$ cat src/rtl/core/assert_macros.svh
// assertion macros shared by the weighted deque rtl
`ifndef ASSERT_MACROS_SVH
`define ASSERT_MACROS_SVH

// condition holds at every clock edge out of reset
`define WDQ_ASSERT_ALWAYS(lbl, clk, rst_n, cond) \
    lbl: assert property (@(posedge clk) disable iff (!rst_n) (cond)) \
        else $error("weighted deque assertion failed");

// same-cycle implication
`define WDQ_ASSERT_IMP(lbl, clk, rst_n, ante, cons) \
    lbl: assert property (@(posedge clk) disable iff (!rst_n) (ante) |-> (cons)) \
        else $error("weighted deque assertion failed");

// next-cycle implication
`define WDQ_ASSERT_NEXT(lbl, clk, rst_n, ante, cons) \
    lbl: assert property (@(posedge clk) disable iff (!rst_n) (ante) |=> (cons)) \
        else $error("weighted deque assertion failed");

`endif

$ cat src/rtl/core/wdq_pkg.sv
// types, codes and constants shared by the weighted deque modules
`default_nettype none

package wdq_pkg;

    // default configuration
    localparam int WDQ_DEPTH_DEF   = 64;
    localparam int WDQ_VALUE_W_DEF = 16;

    // fixed beat field widths
    localparam int WDQ_KIND_W  = 2;
    localparam int WDQ_VALUE_W = 16;
    localparam int WDQ_POP_W   = 16;
    localparam int WDQ_WSUM_W  = 28;
    localparam int WDQ_COUNT_W = 7;

    // operation codes
    localparam logic [WDQ_KIND_W-1:0] KIND_PUSH_FRONT = 2'd0;
    localparam logic [WDQ_KIND_W-1:0] KIND_PUSH_REAR  = 2'd1;
    localparam logic [WDQ_KIND_W-1:0] KIND_POP_FRONT  = 2'd2;
    localparam logic [WDQ_KIND_W-1:0] KIND_POP_REAR   = 2'd3;

    typedef struct packed {
        logic [WDQ_KIND_W-1:0]         kind;
        logic signed [WDQ_VALUE_W-1:0] value;
    } t_wdq_in;

    typedef struct packed {
        logic signed [WDQ_POP_W-1:0]  popped_value;
        logic signed [WDQ_WSUM_W-1:0] weighted_sum;
        logic [WDQ_COUNT_W-1:0]       entry_count;
        logic                         is_empty;
        logic                         error_flag;
    } t_wdq_out;

    // controller to datapath commands
    typedef struct packed {
        logic accept;   // latch input beat, launch memory read
        logic calc;     // pick operand, registered multiply
        logic update;   // commit state, load result register
    } t_wdq_cmd;

endpackage

`default_nettype wire

$ cat src/rtl/core/weighted_deque.sv
// weighted_deque: bounded double-ended queue with a running position-weighted sum
//
// input channel: i_in_valid / o_in_stall with one t_wdq_in beat (kind, value);
// kind selects push front, push rear, pop front or pop rear
// output channel: o_out_valid / i_out_stall with one t_wdq_out beat per input
// beat: popped value, weighted sum, entry count, empty flag, error flag
// a beat moves at a rising edge where valid is high and stall is low
// an input beat and its ring memory read are registered in the idle state,
// its operand and product in the calc state, and the update state commits
// the state and loads the result register before another input beat is taken
// the result register parts the two sides: a new input beat is taken while an
// earlier result still waits, and the update stage holds until that slot frees
// a stalled receiver therefore holds the block after one more beat at most
// pop on empty and push on full leave the state alone and raise the error flag
// reset (synchronous, active low) empties the queue and clears both sums;
// memory contents are not cleared; a slot read before it is written is never used
`default_nettype none

module weighted_deque
    import wdq_pkg::*;
#(
    parameter int DEPTH       = WDQ_DEPTH_DEF,
    parameter int VALUE_WIDTH = WDQ_VALUE_W_DEF
) (
    input  wire logic    i_clk,
    input  wire logic    i_rst_n,
    // input beats
    input  wire logic    i_in_valid,
    output logic         o_in_stall,
    input  wire t_wdq_in i_in_data,
    // result beats
    output logic         o_out_valid,
    input  wire logic    i_out_stall,
    output t_wdq_out     o_out_data
);

    // sequencing commands from controller to datapath
    t_wdq_cmd cmd;

    // controller: idle, operand/multiply, update-and-show
    wdq_ctrl u_ctrl (
        .i_clk       (i_clk),
        .i_rst_n     (i_rst_n),
        .i_in_valid  (i_in_valid),
        .i_out_stall (i_out_stall),
        .o_in_stall  (o_in_stall),
        .o_out_valid (o_out_valid),
        .o_cmd       (cmd)
    );

    // datapath: ring memory, head and count, plain and weighted sums
    wdq_dpath #(
        .DEPTH       (DEPTH),
        .VALUE_WIDTH (VALUE_WIDTH)
    ) u_dpath (
        .i_clk   (i_clk),
        .i_rst_n (i_rst_n),
        .i_cmd   (cmd),
        .i_in    (i_in_data),
        .o_out   (o_out_data)
    );

endmodule

`default_nettype wire

$ cat src/rtl/core/wdq_ctrl.sv
// sequencing state machine and result-valid register of the weighted deque
`default_nettype none
`include "assert_macros.svh"

module wdq_ctrl
    import wdq_pkg::*;
(
    input  wire logic     i_clk,
    input  wire logic     i_rst_n,
    input  wire logic     i_in_valid,
    input  wire logic     i_out_stall,
    output logic          o_in_stall,
    output logic          o_out_valid,
    output t_wdq_cmd      o_cmd
);

    localparam logic [1:0] S_IDLE = 2'd0;
    localparam logic [1:0] S_CALC = 2'd1;
    localparam logic [1:0] S_UPD  = 2'd2;

    logic [1:0] r_state;
    logic [1:0] n_state;
    logic       r_out_valid;
    logic       n_out_valid;
    logic       out_free;

    // result register can take a new beat at this edge
    assign out_free = !r_out_valid || !i_out_stall;

    always_comb begin
        n_state      = r_state;
        o_cmd        = '0;
        unique case (r_state)
            S_IDLE: begin
                if (i_in_valid) begin
                    o_cmd.accept = 1'b1;
                    n_state      = S_CALC;
                end
            end
            S_CALC: begin
                o_cmd.calc = 1'b1;
                n_state    = S_UPD;
            end
            S_UPD: begin
                if (out_free) begin
                    o_cmd.update = 1'b1;
                    n_state      = S_IDLE;
                end
            end
            default: begin
                n_state = S_IDLE;
            end
        endcase
    end

    assign n_out_valid = o_cmd.update ? 1'b1 : (r_out_valid && i_out_stall);

    always_ff @(posedge i_clk) begin
        if (!i_rst_n) begin
            r_state     <= S_IDLE;
            r_out_valid <= 1'b0;
        end else begin
            r_state     <= n_state;
            r_out_valid <= n_out_valid;
        end
    end

    assign o_in_stall  = (r_state != S_IDLE);
    assign o_out_valid = r_out_valid;

    `WDQ_ASSERT_ALWAYS(a_cmd_exclusive, i_clk, i_rst_n, $onehot0(o_cmd))
    `WDQ_ASSERT_NEXT(a_accept_to_calc, i_clk, i_rst_n, o_cmd.accept, r_state == S_CALC)
    `WDQ_ASSERT_IMP(a_no_overwrite, i_clk, i_rst_n, o_cmd.update, !(r_out_valid && i_out_stall))
    `WDQ_ASSERT_NEXT(a_update_shows, i_clk, i_rst_n, o_cmd.update, r_out_valid)

endmodule

`default_nettype wire

$ cat src/rtl/core/wdq_dpath.sv
// ring memory, pointers, running sums and result register of the weighted deque
`default_nettype none
`include "assert_macros.svh"

module wdq_dpath
    import wdq_pkg::*;
#(
    parameter int DEPTH       = WDQ_DEPTH_DEF,
    parameter int VALUE_WIDTH = WDQ_VALUE_W_DEF
) (
    input  wire logic     i_clk,
    input  wire logic     i_rst_n,
    input  wire t_wdq_cmd i_cmd,
    input  wire t_wdq_in  i_in,
    output t_wdq_out      o_out
);

    localparam int IDX_W  = (DEPTH > 1) ? $clog2(DEPTH) : 1;
    localparam int CNT_W  = $clog2(DEPTH + 1);
    localparam int SUM_IW = IDX_W + 1;
    localparam int PSUM_W = (VALUE_WIDTH + CNT_W < WDQ_WSUM_W) ?
                            (VALUE_WIDTH + CNT_W) : WDQ_WSUM_W;
    localparam int RAW_W  = (VALUE_WIDTH > WDQ_VALUE_W) ? VALUE_WIDTH : WDQ_VALUE_W;
    localparam int PROD_W = CNT_W + 1 + VALUE_WIDTH;
    localparam int CNTO_W = (CNT_W > WDQ_COUNT_W) ? CNT_W : WDQ_COUNT_W;

    localparam logic [SUM_IW-1:0] DEPTH_S  = SUM_IW'(DEPTH);
    localparam logic [IDX_W-1:0]  LAST_IDX = IDX_W'(DEPTH - 1);
    localparam logic [CNT_W-1:0]  FULL_CNT = CNT_W'(DEPTH);

    // ring storage, no reset
    logic [VALUE_WIDTH-1:0] r_mem [DEPTH];

    // architectural state
    logic [IDX_W-1:0]               r_head;
    logic [CNT_W-1:0]               r_count;
    logic signed [PSUM_W-1:0]       r_psum;
    logic signed [WDQ_WSUM_W-1:0]   r_wsum;

    // per-beat registers
    logic [WDQ_KIND_W-1:0]          r_kind;
    logic signed [VALUE_WIDTH-1:0]  r_val;
    logic                           r_err;
    logic [IDX_W-1:0]               r_slot;
    logic signed [VALUE_WIDTH-1:0]  r_rdata;
    logic signed [VALUE_WIDTH-1:0]  r_opnd;
    logic signed [WDQ_WSUM_W-1:0]   r_prod;
    t_wdq_out                       r_out;

    // input decode
    logic [RAW_W-1:0]               in_raw;
    logic signed [VALUE_WIDTH-1:0]  in_val;
    logic                           in_is_push;
    logic                           in_err;
    logic [IDX_W-1:0]               head_prev;
    logic [SUM_IW-1:0]              tail_sum;
    logic [SUM_IW-1:0]              rear_raw;
    logic [IDX_W-1:0]               rear_slot;
    logic [IDX_W-1:0]               in_slot;

    assign in_raw     = RAW_W'(unsigned'(i_in.value));
    assign in_val     = in_raw[VALUE_WIDTH-1:0];
    assign in_is_push = (i_in.kind == KIND_PUSH_FRONT) || (i_in.kind == KIND_PUSH_REAR);
    assign in_err     = in_is_push ? (r_count == FULL_CNT) : (r_count == '0);
    assign head_prev  = (r_head == '0) ? LAST_IDX : (r_head - IDX_W'(1));
    assign tail_sum   = SUM_IW'(r_head) + SUM_IW'(r_count);
    assign rear_raw   = (i_in.kind == KIND_POP_REAR) ? (tail_sum - SUM_IW'(1)) : tail_sum;
    assign rear_slot  = (rear_raw >= DEPTH_S) ? IDX_W'(rear_raw - DEPTH_S)
                                              : IDX_W'(rear_raw);

    always_comb begin
        case (i_in.kind) inside
            KIND_PUSH_FRONT:               in_slot = head_prev;
            KIND_POP_FRONT:                in_slot = r_head;
            KIND_PUSH_REAR, KIND_POP_REAR: in_slot = rear_slot;
            default:                       in_slot = r_head;
        endcase
    end

    // operand select and multiply
    logic                           is_pop;
    logic signed [VALUE_WIDTH-1:0]  opnd;
    logic [CNT_W-1:0]               mul_k;
    logic signed [PROD_W-1:0]       mul_a;
    logic signed [PROD_W-1:0]       mul_b;
    logic signed [PROD_W-1:0]       mul_p;

    assign is_pop   = (r_kind == KIND_POP_FRONT) || (r_kind == KIND_POP_REAR);
    assign opnd     = is_pop ? r_rdata : r_val;
    // rear push weighs the new entry by the count after the push
    assign mul_k    = (r_kind == KIND_PUSH_REAR) ? (r_count + CNT_W'(1)) : r_count;
    assign mul_a    = signed'(PROD_W'(mul_k));
    assign mul_b    = PROD_W'(opnd);
    assign mul_p    = mul_a * mul_b;

    // state update
    logic [IDX_W-1:0]               n_head;
    logic [CNT_W-1:0]               n_count;
    logic signed [PSUM_W-1:0]       n_psum;
    logic signed [WDQ_WSUM_W-1:0]   n_wsum;
    logic signed [PSUM_W-1:0]       opnd_p;
    logic signed [WDQ_WSUM_W-1:0]   opnd_w;
    logic signed [WDQ_WSUM_W-1:0]   psum_w;
    logic signed [VALUE_WIDTH-1:0]  pop_sel;
    logic signed [RAW_W-1:0]        pop_wide;
    logic [CNTO_W-1:0]              cnt_wide;

    assign opnd_p = PSUM_W'(r_opnd);
    assign opnd_w = WDQ_WSUM_W'(r_opnd);
    assign psum_w = WDQ_WSUM_W'(r_psum);

    always_comb begin
        n_head  = r_head;
        n_count = r_count;
        n_psum  = r_psum;
        n_wsum  = r_wsum;
        if (!r_err) begin
            case (r_kind)
                KIND_PUSH_FRONT: begin
                    // every old entry moves back one place
                    n_head  = r_slot;
                    n_count = r_count + CNT_W'(1);
                    n_psum  = r_psum + opnd_p;
                    n_wsum  = r_wsum + psum_w + opnd_w;
                end
                KIND_PUSH_REAR: begin
                    n_count = r_count + CNT_W'(1);
                    n_psum  = r_psum + opnd_p;
                    n_wsum  = r_wsum + r_prod;
                end
                KIND_POP_FRONT: begin
                    // every remaining entry moves forward one place
                    n_head  = (r_head == LAST_IDX) ? '0 : (r_head + IDX_W'(1));
                    n_count = r_count - CNT_W'(1);
                    n_psum  = r_psum - opnd_p;
                    n_wsum  = r_wsum - psum_w;
                end
                KIND_POP_REAR: begin
                    n_count = r_count - CNT_W'(1);
                    n_psum  = r_psum - opnd_p;
                    n_wsum  = r_wsum - r_prod;
                end
                default: begin
                    n_count = r_count;
                end
            endcase
        end
    end

    assign pop_sel  = (!r_err && is_pop) ? r_opnd : '0;
    assign pop_wide = RAW_W'(pop_sel);
    assign cnt_wide = CNTO_W'(n_count);

    // control state
    always_ff @(posedge i_clk) begin
        if (!i_rst_n) begin
            r_head  <= '0;
            r_count <= '0;
            r_psum  <= '0;
            r_wsum  <= '0;
        end else if (i_cmd.update) begin
            r_head  <= n_head;
            r_count <= n_count;
            r_psum  <= n_psum;
            r_wsum  <= n_wsum;
        end
    end

    // payload registers and memory
    always_ff @(posedge i_clk) begin
        if (i_cmd.accept) begin
            r_kind  <= i_in.kind;
            r_val   <= in_val;
            r_err   <= in_err;
            r_slot  <= in_slot;
            r_rdata <= r_mem[in_slot];
        end
        if (i_cmd.calc) begin
            r_opnd <= opnd;
            r_prod <= WDQ_WSUM_W'(mul_p);
        end
        if (i_cmd.update) begin
            if (!r_err && !is_pop) begin
                r_mem[r_slot] <= r_val;
            end
            r_out.popped_value <= pop_wide[WDQ_POP_W-1:0];
            r_out.weighted_sum <= n_wsum;
            r_out.entry_count  <= cnt_wide[WDQ_COUNT_W-1:0];
            r_out.is_empty     <= (n_count == '0);
            r_out.error_flag   <= r_err;
        end
    end

    assign o_out = r_out;

    `WDQ_ASSERT_ALWAYS(a_count_range, i_clk, i_rst_n, r_count <= FULL_CNT)
    `WDQ_ASSERT_IMP(a_empty_psum, i_clk, i_rst_n, r_count == '0, r_psum == '0 && r_wsum == '0)

endmodule

`default_nettype wire

$ cat config.mk
export PLATFORM = sky130hd
export DESIGN_NAME = weighted_deque
export DESIGN_NICKNAME = d
export VERILOG_FILES = /design/src/rtl/core/wdq_pkg.sv /design/src/rtl/core/weighted_deque.sv /design/src/rtl/core/wdq_ctrl.sv /design/src/rtl/core/wdq_dpath.sv
export VERILOG_INCLUDE_DIRS = /design/src /design/src/rtl/core
export SDC_FILE = /design/constraint.sdc
export NUM_CORES = 2
export LEC_CHECK = 0
export ABC_AREA = 1
export BUFFER_PORTS_ARGS = -buffer_cell sky130_fd_sc_hd__buf_2
export CORE_MARGIN = 4
export CORE_UTILIZATION = 45
export CTS_CLUSTER_SIZE = 28
export DETAILED_ROUTE_END_ITERATION = 10
export SYNTH_ARGS = -nofsm -noshare
export SYNTH_HDL_FRONTEND = slang
export SYNTH_SLANG_ARGS = --single-unit
$ cat constraint.sdc
create_clock -name i_clk -period 12.6 [get_ports i_clk]
set_input_delay 0.63 -clock i_clk [delete_from_list [all_inputs] [get_ports i_clk]]
set_output_delay 0.63 -clock i_clk [all_outputs]
set_load 0.03 [all_outputs]
# Word-level counts from Yosys, hierarchy flattened
# Memories as Yosys holds them, arrays and structs flattened. A register that Yosys moved wholly into a read port is not among the register bits.
# Index checks and enable logic that the tools add are counted.
# word_totals
ramBits	1024
wordCells	99
output_inout_bits	55
romBits	0
mem_count	1
regBits	185
latchBits	0
# op_classes
shift	0
n_mul	1
n_eq_ne	12
bitwise_logic	1
muxes	28
add_sub_neg	14
reduce_logical	24
n_div	0
n_lt_le_gt_ge	1
# mem_list
name	words	width	read_ports	rd_clocked_by_memory_dff	wr	line	source
u_dpath.r_mem	64	16	1	1	1	wdq_dpath.sv:32	logic [VALUE_WIDTH-1:0] r_mem [DEPTH];
# op_table
operator	n
case mux 28 bit (4 select lines)	1
case mux 23 bit (2 select lines)	1
two-way mux 6 bit	6
adder 28 x 16 -> 28 bit	1
adder 28 x 23 -> 28 bit	1
adder 28 x 24 -> 28 bit	1
two-way mux 28 bit	1
subtractor 28 x 23 -> 28 bit	1
subtractor 28 x 24 -> 28 bit	1
multiplier 8 x 16 -> 24 bit	1
adder 23 x 16 -> 23 bit	1
subtractor 23 x 16 -> 23 bit	1
two-way mux 7 bit	3
two-way mux 16 bit	1
logical NOT 7 bit	2
case mux 7 bit (2 select lines)	1
subtractor 7 x 1 -> 7 bit (second input constant)	2
case mux 6 bit (2 select lines)	1
subtractor 6 x 1 -> 6 bit (second input constant)	2
equality test 2 bit (second input constant)	5
two-way mux 1 bit	10
adder 6 x 7 -> 7 bit	1
adder 7 x 1 -> 7 bit (second input constant)	1
equality test 7 bit (second input constant)	1
18 further kinds	34

# Depth between registers and ports, before layout
# depth
depth_word	8
mapped_depth	26

# Hierarchy
# A second synthesis with hierarchy kept.
# hier_totals
hier_cells	6563
area_unflattened_um2	63915.0
# modules_own_cells
module	n_inst	area_per_inst_um2	cells_each	seq_area_each_um2
wdq_dpath	1	63772.4	6542	36054.6
wdq_ctrl	1	142.6	21	60.1

# Least setup slack after synthesis
# OpenSTA, ideal clock, no wires.
# synth_timing
path_type	register -> register
startpoint	register u_dpath.r_kind[1]
endpoint	register u_dpath.r_prod[23] (netlist name)
required_ns	12.344
arrival_ns	5.144
path_buffers	2
synth_period_minus_slack_ns	5.400
slack_ns	7.200
path_stages_with_launch	24
path_cell_list	edfxtp_1 > buf_2 > nor2_1 > inv_1 > o21ai_0 > inv_1 > buf_2 > nor2_1 > fa_1 > fa_1 > fa_1 > inv_1 > fa_1 > inv_1 > ha_1 > nand2_1 > nor3_1 > a21oi_1 > o21ai_0 > nand3_1 > a21boi_0 > nor2_1 > nand2_1 > nand2_1
# synth_via
elab_chain_cells	4
# synth_lines
item	line	source
start, declared	wdq_dpath.sv:41	logic [WDQ_KIND_W-1:0] r_kind;
start signal, assigned	wdq_dpath.sv:172	r_kind <= i_in.kind;
equality test 2 bit	wdq_dpath.sv:88	assign is_pop = (r_kind == KIND_POP_FRONT) || (r_kind == KIND_POP_REAR);
logical OR 1 bit	wdq_dpath.sv:88	
two-way mux 16 bit	wdq_dpath.sv:89	assign opnd = is_pop ? r_rdata : r_val;
multiplier 8 x 16 -> 24 bit *	wdq_dpath.sv:94	assign mul_p = mul_a * mul_b;
named net u_dpath.mul_p[23]	wdq_dpath.sv:86	logic signed [PROD_W-1:0] mul_p;
# Mark *: on every way through the listed nets, which the timed path passes. The rest lies on a longest branch.
# A chain may end at the register's enable or synchronous reset.

# Final worst setup path
# layout_timing
startpoint	register u_dpath.r_kind[1]
endpoint	register u_dpath.r_prod[23] (netlist name)
# layout_via
elab_chain_cells	4
# layout_lines
item	line
equality test 2 bit	wdq_dpath.sv:88
logical OR 1 bit	wdq_dpath.sv:88
two-way mux 16 bit	wdq_dpath.sv:89
multiplier 8 x 16 -> 24 bit *	wdq_dpath.sv:94
named net u_dpath.mul_p[23]	wdq_dpath.sv:86
# Marks and branches as above.

==> flow_summary.json <==
{
  "reg2reg_to": "u_dpath.r_prod[23]$_DFFE_PN_",
  "cts_htree_levels": 4,
  "worstPathArrival_ps": 7460,
  "relSlewSlack_pct": 19.0,
  "drtIter0Drc": 4199,
  "worstSetupPathType": "reg2reg",
  "die_area_um2": 148000,
  "dr_total_vias": 47000,
  "grt_pass1_wl_um": 283000,
  "finalSetupViolCount": 0,
  "detail_route.wl_per_cell_um": 22.2,
  "core_region_area_um2": 141000,
  "synth_flop_cell": "edfxtp_1",
  "clockBufferDepth": 3,
  "synthDistinctLibCells": 49,
  "setup_slack_ps": 5650,
  "clockRootBuffer": "clkbuf_16",
  "drv_cap": 0,
  "ant_nets": 0,
  "synth_edf_count": 1158,
  "die_h_um": 385,
  "p_total_mw": 9.90,
  "rows": 138,
  "fin_nets": 6850,
  "p_leak_nw": 29.4,
  "instances_no_fill": 8569,
  "hold_start": "i_in_data[3]",
  "dp_hpwl_um": 116000,
  "drc": 0,
  "synthArstFlopShare_pct": 0,
  "path_clk_slew_ps": 60,
  "crit_path_start_kind": "register",
  "dpl_cell_area_um2": 66300,
  "design_area_um2": 70600,
  "synth_cells": 6545,
  "outcome": "finished, final reports clean",
  "hold_violations": 0,
  "min_to": "u_dpath.r_val[3]$_DFFE_PP_",
  "ir_worst_vdd_v": 0.000108,
  "netlist_area_um2": 63900,
  "vias_per_cell": 5.48,
  "crit_slowest_cell": "o21ai_0",
  "io_buffers": 76,
  "clock_latency_ps": 770,
  "whs_ps": 62.7,
  "io_pins": 77,
  "ctsResizeCount": 0,
  "layout-drive-gt1-share_pct": 6.54,
  "place_ws_ps": 5690,
  "gp_congestion": 0.924,
  "worst_clock_skew_ps": 40.4,
  "grt_usage_pct": 25.3,
  "power.density_nw_per_um2": 140,
  "r2r_cells": 22,
  "initial_core_util_pct": 45.2,
  "worstSetupStartpoint": "u_dpath.r_kind[1]$_DFFE_PP_",
  "drt-pass1-iter-count": 10,
  "crit_chain": "buf_4, nor2_1, inv_1, o21ai_0, inv_1, nor2_1, fa_1, fa_1, fa_1, inv_1, fa_1, inv_1, ha_1, nand2_1, nor3_1, a21oi_1, o21ai_0, nand3_1, a21boi_0, nor2_1, nand2_1, nand2_1",
  "fin_util_pct": 50.0,
  "grt_max_degree": 206,
  "antenna_found_initial": 1,
  "cts_tree": "built",
  "clock-sinks": 1225,
  "chipWidth_um": 385,
  "maxSlewViolCount": 0,
  "fmax_ghz": 0.144,
  "avgSynthCellArea_um2": 9.76,
  "critPathCaptureType": "register",
  "drt_wl_total_um": 190000,
  "cp.required_ps": 13110,
  "critPathMaxFanout": 54,
  "synthesis.nets": 6822,
  "crit-reg2reg-launch": "u_dpath.r_kind[1]$_DFFE_PP_",
  "post-place-cells": 8320,
  "ff2ff_setup_slack_ps": 5650,
  "syn_to_final_growth_pct": 10.4,
  "hp-class": "in2reg",
  "overflow": 0,
  "seq_area_frac_synth_pct": 56.5,
  "fin_setup_tns_ps": 0,
  "rsz0062_at_grt": "no",
  "min_path_cells": 1,
  "synth_seq_cells": 1225,
  "diodes": 0,
  "cts_buffers": 138,
  "first_global_vias": 44800,
  "timing.final.crit_share_pct": 55.2,
  "worst_pin_slew_ps": 1220,
  "ys_warn_count": 0,
  "post-route-min-period_ps": 6950,
  "critical-path-max-stage-delay_ps": 740
}
==> final cells by class <==
class,count,area (um2)
clock inverters,69,609
multi-input cells,3948,22500
flip-flops and latches,1225,36100
clock buffers,177,3650
inverters,1048,3940
fillers,13000,70700
repair buffers,212,1430
well taps,1890,2360
==> synthesized netlist by cell type (4+ instances only) <==
cell type	number	area, um2
nor2_1	336	1260
xnor2_1	22	193
o21ai_1	7	35.0
o21ai_0	154	771
edfxtp_1	1158	34800
fa_1	117	2340
nand3_1	1227	6140
inv_1	1041	3910
inv_2	4	15.0
ha_1	138	1730
a21o_1	7	52.6
nor3_1	35	175
clkbuf_1	81	304
or2_2	12	75.1
o211ai_1	17	128
buf_1	7	26.3
nor2_2	5	31.3
nor4_1	10	62.6
dfxtp_1	67	1340
o21a_1	24	180
nand3b_1	360	2700
buf_2	224	1120
o21bai_1	20	150
a21oi_1	158	791
nand4_1	18	113
a211oi_1	5	37.5
nand2_1	1148	4310
buf_4	11	82.6
o221ai_1	21	184
a221oi_1	4	35.0
xor2_1	53	464
a31oi_1	23	144
==> metal layers <==
layer,up-vias,wire length (um),GRT usage (%)
met1,22900,79200,33.2
li1,22100,-,-
met3,388,10900,3.18
met4,0,8670,10.9
met5,-,0,0
met2,1566,91600,42.5
==> what timing repair did <==
action | 4_1_cts | 5_1_grt
hold endpoints to repair | 3 | 0
hold buffers | 3 | 0
setup buffers | 0 | 0
==> cell families (layout without fill, tap and decap cells) <==
logic type	after synthesis	count (layout)	synth area share, %
AOI/OAI and AO/OA	455	455	4.11
xor gates and xnor gates	75	75	1.03
adders and majority gates	255	255	6.37
buffers and inverters	1372	1506	8.56
DFF	1225	1225	56.5
muxes	1	1	0.0157
and+or+nand+nor	3162	3162	23.4
==> critical path: cells and delay by family, from the launching register on <==
family	cells	cell delay, ps
AO/OA/AOI/OAI	4	1620
AND/OR/NAND/NOR	8	1290
flip-flops	1	350
buffers and inverters	5	1110
adder cells (fa/ha/maj)	5	2290
==> power breakdown <==
part           switching (mW)  total, mW  internal (mW)  leakage [nW]
clock                    1.69       3.82           2.13          2.06
combinational            1.09       1.51          0.421          16.4
sequential             0.0453       4.57           4.53          11.0
==> worst max path at each step <==
stage | slack, ps | endpoint | cells after the start
final | 5650 | u_dpath.r_prod[23]$_DFFE_PN_ | 22
after global routing | 5260 | u_dpath.r_prod[23]$_DFFE_PN_ | 22
after CTS | 5660 | u_dpath.r_prod[23]$_DFFE_PN_ | 22
after detailed placement | 5690 | u_dpath.r_prod[23]$_DFFE_PN_ | 22
after global placement | 5700 | u_dpath.r_prod[23]$_DFFE_PN_ | 22
after floorplan | 7200 | u_dpath.r_prod[23]$_DFFE_PN_ | 23
==> cell usage in the layout, fill, tap and decap left out, types with 7 or more instances in the layout <==
cell and n:
nand3_1 1226, edfxtp_1 1158, nand2_1 1148, inv_1 1039, nand3b_1 360, nor2_1 328, a21oi_1 158, o21ai_0 154
clkbuf_16 139, ha_1 138, buf_4 131, fa_1 117, buf_2 76, dfxtp_1 67, xor2_1 53, clkbuf_1 35
clkinv_1 33, nor3_1 32, o21a_1 24, a31oi_1 23, xnor2_1 22, o221ai_1 21, clkinv_2 20, o21bai_1 19
nand4_1 18, o211ai_1 17, or2_2 12, nor4_1 9, nor2_4 7, nor2_2 7, a21o_1 7, o21ai_1 7
==> registers in the layout, indices dropped and copies added (netlist names) <==
register and flops:
u_ctrl.o_out_valid 1, u_ctrl.r_state 2, u_dpath.o_out 53, u_dpath.r_count 7, u_dpath.r_err 1, u_dpath.r_head 6
u_dpath.r_kind 2, u_dpath.r_mem 1024, u_dpath.r_opnd 16, u_dpath.r_prod 24, u_dpath.r_psum 23, u_dpath.r_rdata 16
u_dpath.r_slot 6, u_dpath.r_val 16, u_dpath.r_wsum 28
No activity file was read; power rests on OpenSTA's default activity.
